$ cat config.mk
export PLATFORM = sky130hd
export DESIGN_NAME = ring_queue_stack_store
export DESIGN_NICKNAME = d
export VERILOG_FILES = /design/src/rtl/core/rqs_pkg.sv /design/src/rtl/core/ring_queue_stack_store.sv /design/src/rtl/core/rqs_front.sv /design/src/rtl/core/rqs_fifo.sv /design/src/rtl/core/rqs_back.sv
export SDC_FILE = /design/constraint.sdc
export NUM_CORES = 1
export LEC_CHECK = 0
export ABC_CLOCK_PERIOD_IN_PS = 10600
export BUFFER_PORTS_ARGS = -buffer_cell sky130_fd_sc_hd__buf_2
export CELL_PAD_IN_SITES_DETAIL_PLACEMENT = 0
export CELL_PAD_IN_SITES_GLOBAL_PLACEMENT = 1
export CORE_UTILIZATION = 41
export CTS_CLUSTER_DIAMETER = 100
export DETAILED_ROUTE_END_ITERATION = 7
export GPL_ROUTABILITY_DRIVEN = 0
export PLACE_DENSITY = 0.66
export SYNTH_ARGS = -nofsm -noshare
export SYNTH_HDL_FRONTEND = slang
export SYNTH_SLANG_ARGS = --single-unit
$ cat constraint.sdc
create_clock -name clk -period 10.6 [get_ports clk]
set_input_delay 2.12 -clock clk [delete_from_list [all_inputs] [get_ports clk]]
set_output_delay 2.12 -clock clk [all_outputs]
set_load 0.02 [all_outputs]
$ cat src/rtl/core/rqs_pkg.sv
`default_nettype none

package rqs_pkg;

  localparam int PTR_W  = 4;
  localparam int DEPTH  = 1 << PTR_W;
  localparam int CNT_W  = PTR_W + 1;
  localparam int DATA_W = 32;
  localparam int CMD_W  = 3;
  localparam int ST_W   = 3;
  localparam int IN_W   = 40;
  localparam int OUT_W  = 40;

  // command codes on the input stream
  localparam logic [CMD_W-1:0] CMD_PUSH   = 3'd0;
  localparam logic [CMD_W-1:0] CMD_PULL   = 3'd1;
  localparam logic [CMD_W-1:0] CMD_POP    = 3'd2;
  localparam logic [CMD_W-1:0] CMD_GET    = 3'd3;
  localparam logic [CMD_W-1:0] CMD_ASSIGN = 3'd4;
  localparam logic [CMD_W-1:0] CMD_FILL   = 3'd5;

  typedef enum logic [1:0] {
    MODE_QUEUE    = 2'd0,
    MODE_STACK    = 2'd1,
    MODE_FALLBACK = 2'd2,
    MODE_ARRAY    = 2'd3
  } mode_t;

  typedef enum logic [ST_W-1:0] {
    ST_OK    = 3'd0,
    ST_EMPTY = 3'd1,
    ST_FULL  = 3'd2,
    ST_MODE  = 3'd3,
    ST_RANGE = 3'd4
  } status_t;

  typedef enum logic [2:0] {
    OP_PUSH,
    OP_PULL,
    OP_POP,
    OP_GET,
    OP_ASSIGN,
    OP_FILL,
    OP_NOP
  } op_t;

  typedef struct packed {
    op_t               op;
    logic [DATA_W-1:0] word;
    logic [PTR_W-1:0]  index;
  } cmd_entry_t;

  // entries held for a given head and tail
  function automatic logic [CNT_W-1:0] rqs_held(input logic [PTR_W-1:0] h,
                                                input logic [CNT_W-1:0] t);
    logic [CNT_W-1:0] hx;
    hx = {1'b0, h};
    if (hx <= t) return t - hx;
    return t + CNT_W'(DEPTH) - hx;
  endfunction

endpackage

`default_nettype wire

$ cat src/rtl/core/ring_queue_stack_store.sv
// Ring store of 16 words of 32 bits with head and tail pointers, run as a
// queue, a stack, a fallback queue (last entry kept) or a fixed array,
// picked by the 2-bit mode register; each command on the input stream gives
// exactly one result on the output stream. A front stage decodes commands
// into a two-entry queue, and a back stage executes one command per cycle,
// unless the result stream stalls, against the store and loads a result
// register, so the block takes one item per clock while not stalled, and
// fill in array mode writes all entries in the cycle it executes. Entry
// valid bits are flops cleared by reset. Mode writes reset the pointers
// and keep the entries; they are meant only while no command is in flight.
`default_nettype none

module ring_queue_stack_store
  import rqs_pkg::*;
(
  input  wire logic             clk,
  input  wire logic             rst,
  // config write channel: mode (0 queue, 1 stack, 2 fallback, 3 array)
  input  wire logic             cfg_valid,
  output logic                  cfg_ready,
  input  wire logic [1:0]       cfg_data,
  // input stream
  input  wire logic             s_axis_tvalid,
  output logic                  s_axis_tready,
  // command[2:0], data_in[34:3], index[38:35], zero pad[39]
  input  wire logic [IN_W-1:0]  s_axis_tdata,
  // result stream
  output logic                  m_axis_tvalid,
  input  wire logic             m_axis_tready,
  // data_out[31:0], status[34:32], fill_count[39:35]
  output logic [OUT_W-1:0]      m_axis_tdata
);

  logic       q_full;
  logic       q_push;
  cmd_entry_t q_wr_entry;
  logic       q_pop;
  logic       q_valid;
  cmd_entry_t q_rd_entry;

  // config is always taken; the write goes to the mode register
  assign cfg_ready = 1'b1;

  // front: decode and queue the command
  rqs_front u_front (
    .s_axis_tvalid (s_axis_tvalid),
    .s_axis_tready (s_axis_tready),
    .s_axis_tdata  (s_axis_tdata),
    .q_full        (q_full),
    .q_push        (q_push),
    .q_entry       (q_wr_entry)
  );

  // decouples the input transfer from result backpressure
  rqs_fifo u_fifo (
    .clk      (clk),
    .rst      (rst),
    .push     (q_push),
    .wr_entry (q_wr_entry),
    .full     (q_full),
    .pop      (q_pop),
    .valid    (q_valid),
    .rd_entry (q_rd_entry)
  );

  // back: pointers, entry store, mode register and result register
  rqs_back u_back (
    .clk           (clk),
    .rst           (rst),
    .cfg_we        (cfg_valid),
    .cfg_data      (cfg_data),
    .q_valid       (q_valid),
    .q_entry       (q_rd_entry),
    .q_pop         (q_pop),
    .m_axis_tvalid (m_axis_tvalid),
    .m_axis_tready (m_axis_tready),
    .m_axis_tdata  (m_axis_tdata)
  );

endmodule

`default_nettype wire

$ cat src/rtl/core/rqs_front.sv
`default_nettype none

module rqs_front
  import rqs_pkg::*;
(
  input  wire logic             s_axis_tvalid,
  output logic                  s_axis_tready,
  input  wire logic [IN_W-1:0]  s_axis_tdata,
  input  wire logic             q_full,
  output logic                  q_push,
  output cmd_entry_t            q_entry
);

  logic [CMD_W-1:0] cmd;

  assign cmd           = s_axis_tdata[CMD_W-1:0];
  assign s_axis_tready = !q_full;
  assign q_push        = s_axis_tvalid && !q_full;

  always_comb begin
    q_entry.word  = s_axis_tdata[CMD_W +: DATA_W];
    q_entry.index = s_axis_tdata[CMD_W+DATA_W +: PTR_W];
    case (cmd)
      CMD_PUSH:   q_entry.op = OP_PUSH;
      CMD_PULL:   q_entry.op = OP_PULL;
      CMD_POP:    q_entry.op = OP_POP;
      CMD_GET:    q_entry.op = OP_GET;
      CMD_ASSIGN: q_entry.op = OP_ASSIGN;
      CMD_FILL:   q_entry.op = OP_FILL;
      default:    q_entry.op = OP_NOP;
    endcase
  end

endmodule

`default_nettype wire

$ cat src/rtl/core/rqs_fifo.sv
`default_nettype none

module rqs_fifo
  import rqs_pkg::*;
(
  input  wire logic       clk,
  input  wire logic       rst,
  input  wire logic       push,
  input  wire cmd_entry_t wr_entry,
  output logic            full,
  input  wire logic       pop,
  output logic            valid,
  output cmd_entry_t      rd_entry
);

  cmd_entry_t slot [2];
  logic       wr_ptr;
  logic       rd_ptr;
  logic [1:0] count;

  assign full     = count == 2'd2;
  assign valid    = count != 2'd0;
  assign rd_entry = slot[rd_ptr];

  always_ff @(posedge clk) begin
    if (rst) begin
      wr_ptr <= 1'b0;
      rd_ptr <= 1'b0;
      count  <= 2'd0;
    end else begin
      if (push) wr_ptr <= !wr_ptr;
      if (pop) rd_ptr <= !rd_ptr;
      case ({push, pop})
        2'b10:   count <= count + 2'd1;
        2'b01:   count <= count - 2'd1;
        default: count <= count;
      endcase
    end
  end

  always_ff @(posedge clk) begin
    if (push) slot[wr_ptr] <= wr_entry;
  end

endmodule

`default_nettype wire

$ cat src/rtl/core/rqs_back.sv
`default_nettype none

module rqs_back
  import rqs_pkg::*;
(
  input  wire logic             clk,
  input  wire logic             rst,
  input  wire logic             cfg_we,
  input  wire logic [1:0]       cfg_data,
  input  wire logic             q_valid,
  input  wire cmd_entry_t       q_entry,
  output logic                  q_pop,
  output logic                  m_axis_tvalid,
  input  wire logic             m_axis_tready,
  output logic [OUT_W-1:0]      m_axis_tdata
);

  logic [DATA_W-1:0] slot_data [DEPTH];
  logic [DEPTH-1:0]  slot_valid;
  logic [DEPTH-1:0]  slot_valid_next;
  mode_t             mode;
  logic [PTR_W-1:0]  head;
  logic [PTR_W-1:0]  head_next;
  logic [CNT_W-1:0]  tail;
  logic [CNT_W-1:0]  tail_next;

  logic              exec;
  logic [CNT_W-1:0]  held_cur;
  logic              empty;
  logic [CNT_W-1:0]  tail_dec;
  logic [PTR_W-1:0]  rd_pos;
  logic              rd_valid;
  logic [DATA_W-1:0] rd_word;
  logic              wr_en;
  logic              wr_clr;
  logic [PTR_W-1:0]  wr_pos;
  logic              fill_all;
  status_t           st;
  logic [DATA_W-1:0] dout;
  logic [CNT_W-1:0]  cnt_next;

  assign exec     = q_valid && (!m_axis_tvalid || m_axis_tready);
  assign q_pop    = exec;
  assign held_cur = rqs_held(head, tail);
  assign empty    = tail == {1'b0, head};
  assign tail_dec = (tail == '0) ? CNT_W'(DEPTH - 1) : tail - 1'b1;

  always_comb begin
    case (q_entry.op)
      OP_PULL: rd_pos = (mode == MODE_STACK) ? tail_dec[PTR_W-1:0] : head;
      OP_GET:  rd_pos = head + q_entry.index;
      default: rd_pos = head;
    endcase
  end

  // invalid entries read as zero
  assign rd_valid = slot_valid[rd_pos];
  assign rd_word  = rd_valid ? slot_data[rd_pos] : '0;

  always_comb begin
    head_next = head;
    tail_next = tail;
    wr_en     = 1'b0;
    wr_clr    = 1'b0;
    wr_pos    = tail[PTR_W-1:0];
    fill_all  = 1'b0;
    st        = ST_OK;
    dout      = '0;
    case (q_entry.op)
      OP_PUSH: begin
        if (mode == MODE_ARRAY) begin
          st = ST_MODE;
        end else if (held_cur >= CNT_W'(DEPTH - 1)) begin
          st = ST_FULL;
        end else begin
          wr_en     = 1'b1;
          wr_pos    = tail[PTR_W-1:0];
          tail_next = {1'b0, tail[PTR_W-1:0] + 1'b1};
        end
      end
      OP_PULL: begin
        if (mode == MODE_ARRAY) begin
          st = ST_MODE;
        end else if (empty) begin
          st = ST_EMPTY;
        end else begin
          st   = rd_valid ? ST_OK : ST_EMPTY;
          dout = rd_word;
          if (mode == MODE_STACK) begin
            tail_next = tail_dec;
            wr_en     = 1'b1;
            wr_clr    = 1'b1;
            wr_pos    = tail_dec[PTR_W-1:0];
          end else if (!(mode == MODE_FALLBACK && held_cur == CNT_W'(1))) begin
            head_next = head + 1'b1;
            wr_en     = 1'b1;
            wr_clr    = 1'b1;
            wr_pos    = head;
          end
        end
      end
      OP_POP: begin
        if (mode == MODE_ARRAY) begin
          st = ST_MODE;
        end else if (empty) begin
          st = ST_EMPTY;
        end else if (mode == MODE_STACK) begin
          tail_next = tail_dec;
          wr_en     = 1'b1;
          wr_clr    = 1'b1;
          wr_pos    = tail_dec[PTR_W-1:0];
        end else if (!(mode == MODE_FALLBACK && held_cur == CNT_W'(1))) begin
          head_next = head + 1'b1;
          wr_en     = 1'b1;
          wr_clr    = 1'b1;
          wr_pos    = head;
        end
      end
      OP_GET: begin
        if (held_cur == '0) begin
          st = ST_EMPTY;
        end else if ({1'b0, q_entry.index} >= held_cur) begin
          st = ST_RANGE;
        end else begin
          st   = rd_valid ? ST_OK : ST_EMPTY;
          dout = rd_word;
        end
      end
      OP_ASSIGN: begin
        // a 4-bit index never reaches the depth, so no range error here
        if (mode != MODE_ARRAY) begin
          st = ST_MODE;
        end else begin
          wr_en  = 1'b1;
          wr_pos = head + q_entry.index;
        end
      end
      OP_FILL: begin
        head_next = '0;
        case (mode)
          MODE_ARRAY: begin
            tail_next = CNT_W'(DEPTH);
            fill_all  = 1'b1;
          end
          MODE_FALLBACK: begin
            tail_next = CNT_W'(1);
            wr_en     = 1'b1;
            wr_pos    = '0;
          end
          default: tail_next = '0;
        endcase
      end
      default: begin
      end
    endcase
  end

  assign cnt_next = rqs_held(head_next, tail_next);

  always_comb begin
    slot_valid_next = slot_valid;
    if (exec) begin
      if (fill_all) slot_valid_next = '1;
      else if (wr_en) slot_valid_next[wr_pos] = !wr_clr;
    end
  end

  always_ff @(posedge clk) begin
    if (rst) begin
      slot_valid    <= '0;
      mode          <= MODE_QUEUE;
      head          <= '0;
      tail          <= '0;
      m_axis_tvalid <= 1'b0;
    end else begin
      slot_valid <= slot_valid_next;
      if (cfg_we) begin
        mode <= mode_t'(cfg_data);
        head <= '0;
        tail <= (mode_t'(cfg_data) == MODE_ARRAY) ? CNT_W'(DEPTH) : '0;
      end else if (exec) begin
        head <= head_next;
        tail <= tail_next;
      end
      if (exec) m_axis_tvalid <= 1'b1;
      else if (m_axis_tready) m_axis_tvalid <= 1'b0;
    end
  end

  always_ff @(posedge clk) begin
    if (exec) begin
      m_axis_tdata <= {cnt_next, st, dout};
      if (fill_all) begin
        for (int i = 0; i < DEPTH; i++) slot_data[i] <= q_entry.word;
      end else if (wr_en) begin
        slot_data[wr_pos] <= wr_clr ? '0 : q_entry.word;
      end
    end
  end

`ifndef SYNTHESIS
  a_held_bound: assert property (@(posedge clk) disable iff (rst)
    held_cur <= CNT_W'(DEPTH))
    else $error("fill count above depth");

  a_tail_depth_array: assert property (@(posedge clk) disable iff (rst)
    tail == CNT_W'(DEPTH) |-> mode == MODE_ARRAY)
    else $error("tail at depth outside array mode");

  a_array_head: assert property (@(posedge clk) disable iff (rst)
    mode == MODE_ARRAY |-> head == '0)
    else $error("head moved in array mode");

  a_full_count: assert property (@(posedge clk) disable iff (rst)
    m_axis_tvalid && m_axis_tdata[DATA_W +: ST_W] == ST_FULL
    |-> m_axis_tdata[DATA_W+ST_W +: CNT_W] >= CNT_W'(DEPTH - 1))
    else $error("full reported below full count");
`endif

endmodule

`default_nettype wire
## After elaboration in Yosys (flattened, before gate mapping)

Memories as Yosys holds them, arrays and structs flattened. A register that Yosys moved wholly into a read port is not among the register bits.
Index checks and enable logic that the tools add are counted.

- Register bits after elaboration: 72
- Word-level logic and storage cells: 159
- Memories: 2
- Bits in writable memories: 590

- Equality and inequality tests: 20
- Reduce and logical (&&, ||, !) cells: 23
- Magnitude comparators: 7
- Add/sub/neg operators: 12
- Mux-type cells: 86

Memories:

| memory | depth | bits a word | read ports | clocked after memory_dff | write ports | RTL line | text |
|---|---|---|---|---|---|---|---|
| u_back.slot_data | 16 | 32 | 1 | 0 | 16 | rqs_back.sv:18 | `logic [DATA_W-1:0] slot_data [DEPTH];` |
| u_fifo.slot | 2 | 39 | 1 | 1 | 1 | rqs_fifo.sv:16 | `cmd_entry_t slot [2];` |

Operators by type and width:

| kind | number |
|---|---|
| $mux W32 | 7 |
| $mux W5 | 13 |
| $pmux W32 S2 | 1 |
| $mux W4 | 12 |
| $mux W16 | 2 |
| $reduce_or A32 Y1 | 1 |
| $mux W1 | 31 |
| $sub A5 B4 Y5 | 4 |
| $mux W3 | 6 |
| $pmux W3 S6 | 1 |
| $bwmux W16 | 1 |
| $pmux W4 S2 | 2 |
| $pmux W3 S5 | 1 |
| $pmux W5 S3 | 1 |
| $eq A3 B2 Y1 const B | 4 |
| $eq A3 B3 Y1 const B | 4 |
| $pmux W4 S3 | 1 |
| $add A5 B5 Y5 const B | 2 |
| $eq A2 B2 Y1 const B | 5 |
| $le A4 B5 Y1 | 2 |
| $logic_not A5 Y1 | 2 |
| $lt A4 B5 Y1 const B | 2 |
| $pmux W5 S2 | 1 |
| $reduce_bool A2 Y1 | 5 |
| 24 further kinds | 37 |

## Depth between registers and ports, before layout

Gate-level depths: netlist of run 1.

- Depth in word-level cells: 17
- Mapped depth: 24

## Cells and area by module

Synthesis of run 1 repeated with hierarchy kept, for this count alone.

- Cells, all modules: 2685
- Area total of the unflattened synthesis: 31959.4 um^2

By module, submodules not included:

| module | area an instance (um^2) | times used | sequential area each (um^2) | cells an instance |
|---|---|---|---|---|
| rqs_back | 28638.7 | 1 | 17136.4 | 2499 |
| rqs_fifo | 3014.1 | 1 | 2442.3 | 143 |
| rqs_front | 295.3 | 1 | 0.0 | 41 |
| ring_queue_stack_store | 11.3 | 1 | 0.0 | 2 |

## Worst setup path after synthesis of run 1

No wires, ideal clock.

- Kind: reg-to-reg
- Start: register (tool-made name)
- End: memory u_back.slot_data[0][0] (enable)
- Library setup time: 0.466 ns
- Slack: 4.157 ns
- Cell stages (with the launch flop): 18
- Clock period less this slack: 6.443 ns
- Arrival time: 5.977 ns
- Data required time: 10.134 ns
- Buffers on the path: 4
- Path through: dfxtp_1 -> buf_4 -> buf_1 -> buf_1 -> mux2i_1 -> inv_1 -> ha_1 -> inv_1 -> fa_1 -> xnor2_1 -> and3_1 -> o21a_1 -> a211oi_1 -> a32oi_1 -> nor2_1 -> o21ai_4 -> clkbuf_1 -> o21ai_0

RTL lines:

| item | RTL line |
|---|---|
| to (decl) | rqs_back.sv:18 |

==> results.toml, run 1 <==
[critical_path]
r2r_end = "u_back.m_axis_tdata[30]"
critPathMaxStageDelay_ps = 1030
cp_top_family = "compound AO/OA/AOI/OAI gates"
crit_arrival_ps = 6880
rrSetupSlack_ps = 4190
crit_path_start_kind = "register"
path_buf_inv = 3
cp_max_fo = 46
path_cells = "mux2i_1 > inv_1 > ha_1 > a21o_1 > a21oi_1 > xnor2_1 > a211o_2 > buf_4 > mux2i_1 > a211oi_1 > a211oi_1 > a211oi_4 > buf_4 > o211a_1"
worstSetupPathType = "register to register"
end_kind = "register"
cp.required_ps = 11070
reg2reg_depth = 14
cpMaxStageDelayCell = "a211oi_4"

[hold_path]
worstHoldPathType = "register to register"
hold_start = "u_back.slot_valid[6]"
hold_path_end = "u_back.slot_valid[6]"
holdPathStages = 2

[sta]
finalSetupViolCount = 0
skew_ps = 28.0
max_freq_ghz = 0.156
slew_headroom = 0.0695
slew_viol_final = 0
finalCriticalPeriod_ps = 6410
finalCritPeriodShare = 0.605
setup_tns_ps = 0
tightest_slew_ps = 1360
rsz0062_at_grt = "false"
finalHoldViolations = 0

[synthesis]
synth_nets = 2189
syn_inst = 2109
synth_area_per_cell_sq_um = 14.2
synthTopCellsByArea = "edfxtp_1 63%, mux4_2 9.6%, nor2_1 6.9%"
yosys.area.top_type = "edfxtp_1"
netlist_area_sq_um = 30000
synth.distinct_cells = 82
synth_common_cells = "630 x edfxtp_1, 554 x nor2_1, 128 x mux4_2"
synth_most_common_cell = "edfxtp_1"
async_flop_share = 0
synth_top_area_frac = 0.630
ys_warn_count = 0
synth_seq_cells = 663
synth_edf_count = 630
yosysSeqAreaShare = 0.652
synth_ff_type = "edfxtp_1"

[power_and_ir_drop]
power.internal_mw = 5.86
p_seq_frac = 0.387
netSwitchingFraction = 0.338
peakVddDrop_v = 0.000168
pwr-share-clk = 0.279
comb_power_share = 0.335
net-switching-power_mw = 2.99
leakagePower_nw = 11.5
power_density_nw_per_um2 = 261
p_total_mw = 8.86

[layout]
fin_util = 0.472
drive_above_1_share = 0.219
nets = 2249
stdcell_count = 3171
antenna_cells = 0
syn_to_final_growth_pct = 13.1

[clock_tree]
path_clk_slew_ps = 60
cts_tree = "yes"
numCtsBuffers = 74
hold_buffers = 0
clock_sinks = 663
clock_latency_ps = 630
cts-root-buf = "clkbuf_16"
cts_resized = 0
htreeDepth = 3
post_cts_buffers = 0
clk_path_buf_depth = 3

[drt]
drt_iter0_drc = 1774
drt_wl_total_um = 79700
num_vias = 18000
ant_nets = 0
first_pass_iters = 5
drc = 0
avgRoutedWirePerCell_um = 25.1
viasPerCell = 5.69

[run_status]
status = "finished, final reports clean"

[floorplanning]
placementRows = 98
die_h_um = 273
dieArea_sq_um = 74400
core_sq_um = 72000
ios = 90
initial_core_util = 0.417
die_x_um = 273

[grt]
grt_overflow = 0
grt_max_degree = 99
grt_first_pass_wirelength_um = 119000
grt_usage = 0.217
antenna_found_initial = 0
grt_pass1_vias = 18700

[placement]
port_buffers = 87
hpwl_um = 44900
dp.cells = 3043

[job]
maxCapViolCount = 0
[layout make-up]
cell class / count / area [sq um]
clock buffers: 92 / 1940
clock inverters: 36 / 369
fillers: 6325 / 38000
inverters: 29 / 109
multi-input cells: 1251 / 9870
flip-flops and latches: 663 / 19600
well taps: 950 / 1190
repair buffers: 150 / 921
[worst max path at each step]
stage                        startpoint                       to  slack [ps]  cells after the start
final                          register  u_back.m_axis_tdata[30]        4190                     14
after floorplan                register   u_back.slot_data[0][0]        4160                     17
after global routing           register  u_back.m_axis_tdata[30]        3950                     14
after global placement    m_axis_tready  u_back.slot_data[2][22]        3780                     12
after detailed placement  m_axis_tready  u_back.slot_data[2][23]        3600                     12
after CTS                      register  u_back.m_axis_tdata[30]        4150                     14
[power by group through the flow]
stage                     sequential, mW  combinational [mW]  clock (mW)
after CTS                           3.43                2.99        2.52
after floorplan                     3.50                2.11           0
after detailed placement            3.48                2.98           0
after global placement              3.47                2.93           0
after global routing                3.44                3.24        2.61
final                               3.42                2.97        2.47
[layer usage]
layer,global-route usage,vias to the layer above,part of all wire
met3,0.0376,105,0.065
li1,-,7965,-
met5,0,-,0
met4,0.0614,0,0.021
met1,0.291,9347,0.42
met2,0.364,624,0.49
[cells by family (layout without fill, tap and decap cells)]
kind of cell	after synthesis	after routing	share of synthesized area
adder cells (fa/ha/maj)	33	33	0.0155
other	1	1	0.000125
AND/OR/NAND/NOR	718	718	0.102
buffers and inverters	195	307	0.0288
AO/OA/AOI/OAI	226	226	0.0569
flip-flops	663	663	0.652
multiplexers	251	251	0.139
XOR/XNOR	22	22	0.00641
[stage by stage]
stage / area (sq um) / hold WS, ps / setup slack [ps]
detailed placement: 31700 / 492 / 3600
CTS: 34000 / 500 / 4150
global route: 34000 / 524 / 3950
floorplan: 30000 / 472 / 4160
finish: 34000 / 499 / 4190
global placement: 31700 / 482 / 3780
[sequential cells by signal, indices dropped and copies added (netlist names), 2 cells and up, named ones only]
signal               flops
u_back.mode              2
u_back.slot_valid       16
u_back.m_axis_tdata     40
u_fifo.count             2
u_back.tail              5
u_fifo.slot             78
u_back.head              4
u_back.slot_data       512
[layout by cell type (no fill, tap or decap), drive strengths merged, types with 26 or more instances in the layout]
cell type	instances
a31oi	27
buf	150
clkbuf	92
clkinv	29
dfxtp	33
edfxtp	630
ha	26
inv	29
mux2	37
mux2i	86
mux4	128
nand2	63
nor2	567
o211a	32
o21ai	61
[worst reg2reg max path, cell delays in order, from the launching register on]
cell and delay (ps):
dfxtp_4 970, mux2i_1 440, inv_1 120, ha_1 290, a21o_1 170, a21oi_1 170
xnor2_1 240, a211o_2 750, buf_4 590, mux2i_1 150, a211oi_1 310, a211oi_1 170
a211oi_4 1030, buf_4 530, o211a_1 310
Power figures use the tool's default switching activity.
==> run 2: changes to the inputs <==
--- a/config.mk
+++ b/config.mk
@@ -5,7 +5,8 @@
 export SDC_FILE = /design/constraint.sdc
 export NUM_CORES = 1
 export LEC_CHECK = 0
-export ABC_CLOCK_PERIOD_IN_PS = 10600
+export ABC_AREA = 1
+export ABC_CLOCK_PERIOD_IN_PS = 6000
 export BUFFER_PORTS_ARGS = -buffer_cell sky130_fd_sc_hd__buf_2
 export CELL_PAD_IN_SITES_DETAIL_PLACEMENT = 0
 export CELL_PAD_IN_SITES_GLOBAL_PLACEMENT = 1
@@ -13,7 +14,7 @@
 export CTS_CLUSTER_DIAMETER = 100
 export DETAILED_ROUTE_END_ITERATION = 7
 export GPL_ROUTABILITY_DRIVEN = 0
-export PLACE_DENSITY = 0.66
+export PLACE_DENSITY = 0.68
 export SYNTH_ARGS = -nofsm -noshare
 export SYNTH_HDL_FRONTEND = slang
 export SYNTH_SLANG_ARGS = --single-unit
==> constraint.sdc (replaced) <==
create_clock -name clk -period 6 [get_ports clk]
set_input_delay 1.2 -clock clk [delete_from_list [all_inputs] [get_ports clk]]
set_output_delay 1.2 -clock clk [all_outputs]
set_load 0.02 [all_outputs]
==> results.toml, run 2 <==
[floorplanning]
initial_core_util = 0.418
core_sq_um = 74900
ios = 90
die_x_um = 278
placementRows = 100
die_h_um = 278
dieArea_sq_um = 77500

[critical_path]
cp_max_fo = 8
end_kind = "register"
crit-reg2reg-launch = "u_back.head[1]"
cpMaxStageDelayCell = "dfxtp_1"
path_cells = "inv_1 > ha_1 > ha_1 > ha_1 > inv_1 > nand3b_1 > nand2_1 > inv_1 > nand3_1 > nand2_2 > nor2_4 > nand3_4 > nand3_1 > inv_1 > o21ai_0 > ha_1 > inv_1 > fa_1 > nor2_1 > o21ai_0 > nand2_1 > xnor2_1 > o21ai_0"
rrSetupSlack_ps = 1180
worstSetupPathType = "register to register"
r2r_end = "u_back.m_axis_tdata[39]"
critPathMaxStageDelay_ps = 530
reg2reg_depth = 23
cp-startpoint = "u_back.head[1]"
crit_arrival_ps = 5180
crit_path_start_kind = "register"
worst_path_most_repeated_cell = "inv_1"
cp.required_ps = 6360

[synthesis]
synth_edf_count = 630
netlist_area_sq_um = 31300
synthTopCellsByArea = "edfxtp_1 60%, nor2_1 7.0%, nand2_1 4.5%"
synth_common_cells = "630 x edfxtp_1, 586 x nor2_1, 377 x nand2_1"
synth_area_per_cell_sq_um = 10.4
synth_seq_cells = 663
synth.distinct_cells = 52
yosys.area.top_type = "edfxtp_1"
synth_most_common_cell = "edfxtp_1"
syn_inst = 3001
ys_warn_count = 0
yosysSeqAreaShare = 0.625
synth_nets = 3081
synth_ff_type = "edfxtp_1"
async_flop_share = 0
synth_top_area_frac = 0.604

[sta]
slew_viol_final = 0
finalHoldViolations = 0
rsz0062_at_grt = "false"
finalCriticalPeriod_ps = 4820
skew_ps = 25.0
max_freq_ghz = 0.208
finalCritPeriodShare = 0.803
setup_tns_ps = 0
slew_headroom = 0.230
finalSetupViolCount = 0
tightest_slew_ps = 1150

[layout]
reg_top3 = "u_back.slot_data (512), u_fifo.slot (78), u_back.m_axis_tdata (40)"
regArea_sq_um = 19600
antenna_cells = 0
final_common_cell = "edfxtp_1"
largest_register_ffs = 512
top_register = "u_back.slot_data"
syn_to_final_growth_pct = 11.8
multi_input_area_sq_um = 9970
drive_above_1_share = 0.127
nets = 3109
fin_util = 0.467
layout_common_cells = "630 x edfxtp_1, 584 x nor2_1, 358 x nand2_1"
fillers = 6894

[power_and_ir_drop]
leakagePower_nw = 13.0
peakVddDrop_v = 0.000754
p_total_mw = 18.1
power_density_nw_per_um2 = 519

[clock_tree]
clk_path_buf_depth = 3
clock_latency_ps = 630
hold_buffers = 0
clock_sinks = 663
cts_resized = 0
path_clk_slew_ps = 60
cts-root-buf = "clkbuf_16"
cts_tree = "yes"
htreeDepth = 3
post_cts_buffers = 0
numCtsBuffers = 74

[grt]
grt_max_degree = 167
grt_usage = 0.240
grt-busiest-layer = "met2"
antenna_found_initial = 1
grt_first_pass_wirelength_um = 139000
grt_pass1_vias = 22100
use_met3 = 0.0290
grt_use_met2 = 0.406
use_met1 = 0.322
grt_overflow = 0

[drt]
drc = 0
first_pass_iters = 6
drt_wl_total_um = 93400
num_vias = 22600
drt_iter0_drc = 2301
ant_nets = 0
viasPerCell = 5.57
avgRoutedWirePerCell_um = 23.0

[job]
maxCapViolCount = 0

[run_status]
status = "finished, final reports clean"

[placement]
port_buffers = 87
hpwl_um = 51700

[hold_path]
worstHoldPathType = "register to register"
holdPathStages = 1
hold_start = "u_fifo.rd_ptr"
-- run 2: cell count changes after synthesis, sizes merged, moves of 27 or more --
| cell | change |
|---|---|
| a21oi | +128 |
| buf | +28 |
| clkbuf | +33 |
| inv | +165 |
| mux2 | -31 |
| mux4 | -128 |
| nand2 | +337 |
| nand3 | +220 |
| nand4 | +106 |
| nor2 | +53 |
| o211a | -32 |
| o21ai | +104 |
| o31ai | +27 |
-- run 2: power by group --
group	switching (mW)	internal [mW]	leakage, nW
clock network	1.86	2.51	1.13
registers	0.135	5.97	6.00
logic	5.33	2.34	5.83
-- run 2: per-layer routing --
layer | part of all wire | up-vias
met1 | 0.42 | 11100
met2 | 0.49 | 839
li1 | - | 10500
met4 | 0.024 | 2
met3 | 0.066 | 144
met5 | 0.00017 | -
-- run 2: area by class of cell --
cell class              count  area share
clock buffers              99      0.0589
repair buffers            179      0.0336
flip-flops and latches    663       0.560
inverters                 194      0.0208
multi-input cells        1917       0.285
well taps                 969      0.0346
clock inverters            37     0.00751
-- run 2: cells by family (layout without fill, tap and decap cells) --
logic type | count (synthesis) | in the layout | synth area share
buf+inv | 421 | 509 | 0.0611
mux | 105 | 105 | 0.0338
flops | 663 | 663 | 0.625
xor+xnor | 13 | 13 | 0.00364
fa+ha+maj | 33 | 33 | 0.0149
compound gates | 387 | 387 | 0.0676
simple gates | 1378 | 1378 | 0.193
other cells | 1 | 1 | 0.000120
-- run 2: how the worst max path moves through the flow --
stage / end / slack (ps) / cells past startpoint
final: u_back.m_axis_tdata[39] / 1180 / 23
after global routing: u_back.m_axis_tdata[39] / 780 / 23
after CTS: u_back.m_axis_tdata[19] / 1200 / 18
after detailed placement: u_back.m_axis_tdata[19] / 1210 / 16
after global placement: u_back.m_axis_tdata[39] / 1210 / 23
after floorplan: u_back.m_axis_tdata[39] / 2070 / 23
-- run 2: worst max-delay path, delay by kind of cell, from the launching register on --
family,cells,cell delay [ps]
compound gates,3,740
xor+xnor,1,120
fa+ha+maj,5,1660
buf+inv,5,560
flops,1,530
simple gates,9,940
-- run 2: through the flow --
step	setup WS [ps]	instance area, sq um	cells	hold slack [ps]
2_1_floorplan	2070	31300	3001	426
3_3_place_gp	1210	32700	3922	431
3_5_place_dp	1210	32700	3922	432
4_1_cts	1200	35000	4058	443
5_1_grt	782	35000	4058	505
6_report	1180	35000	4058	444
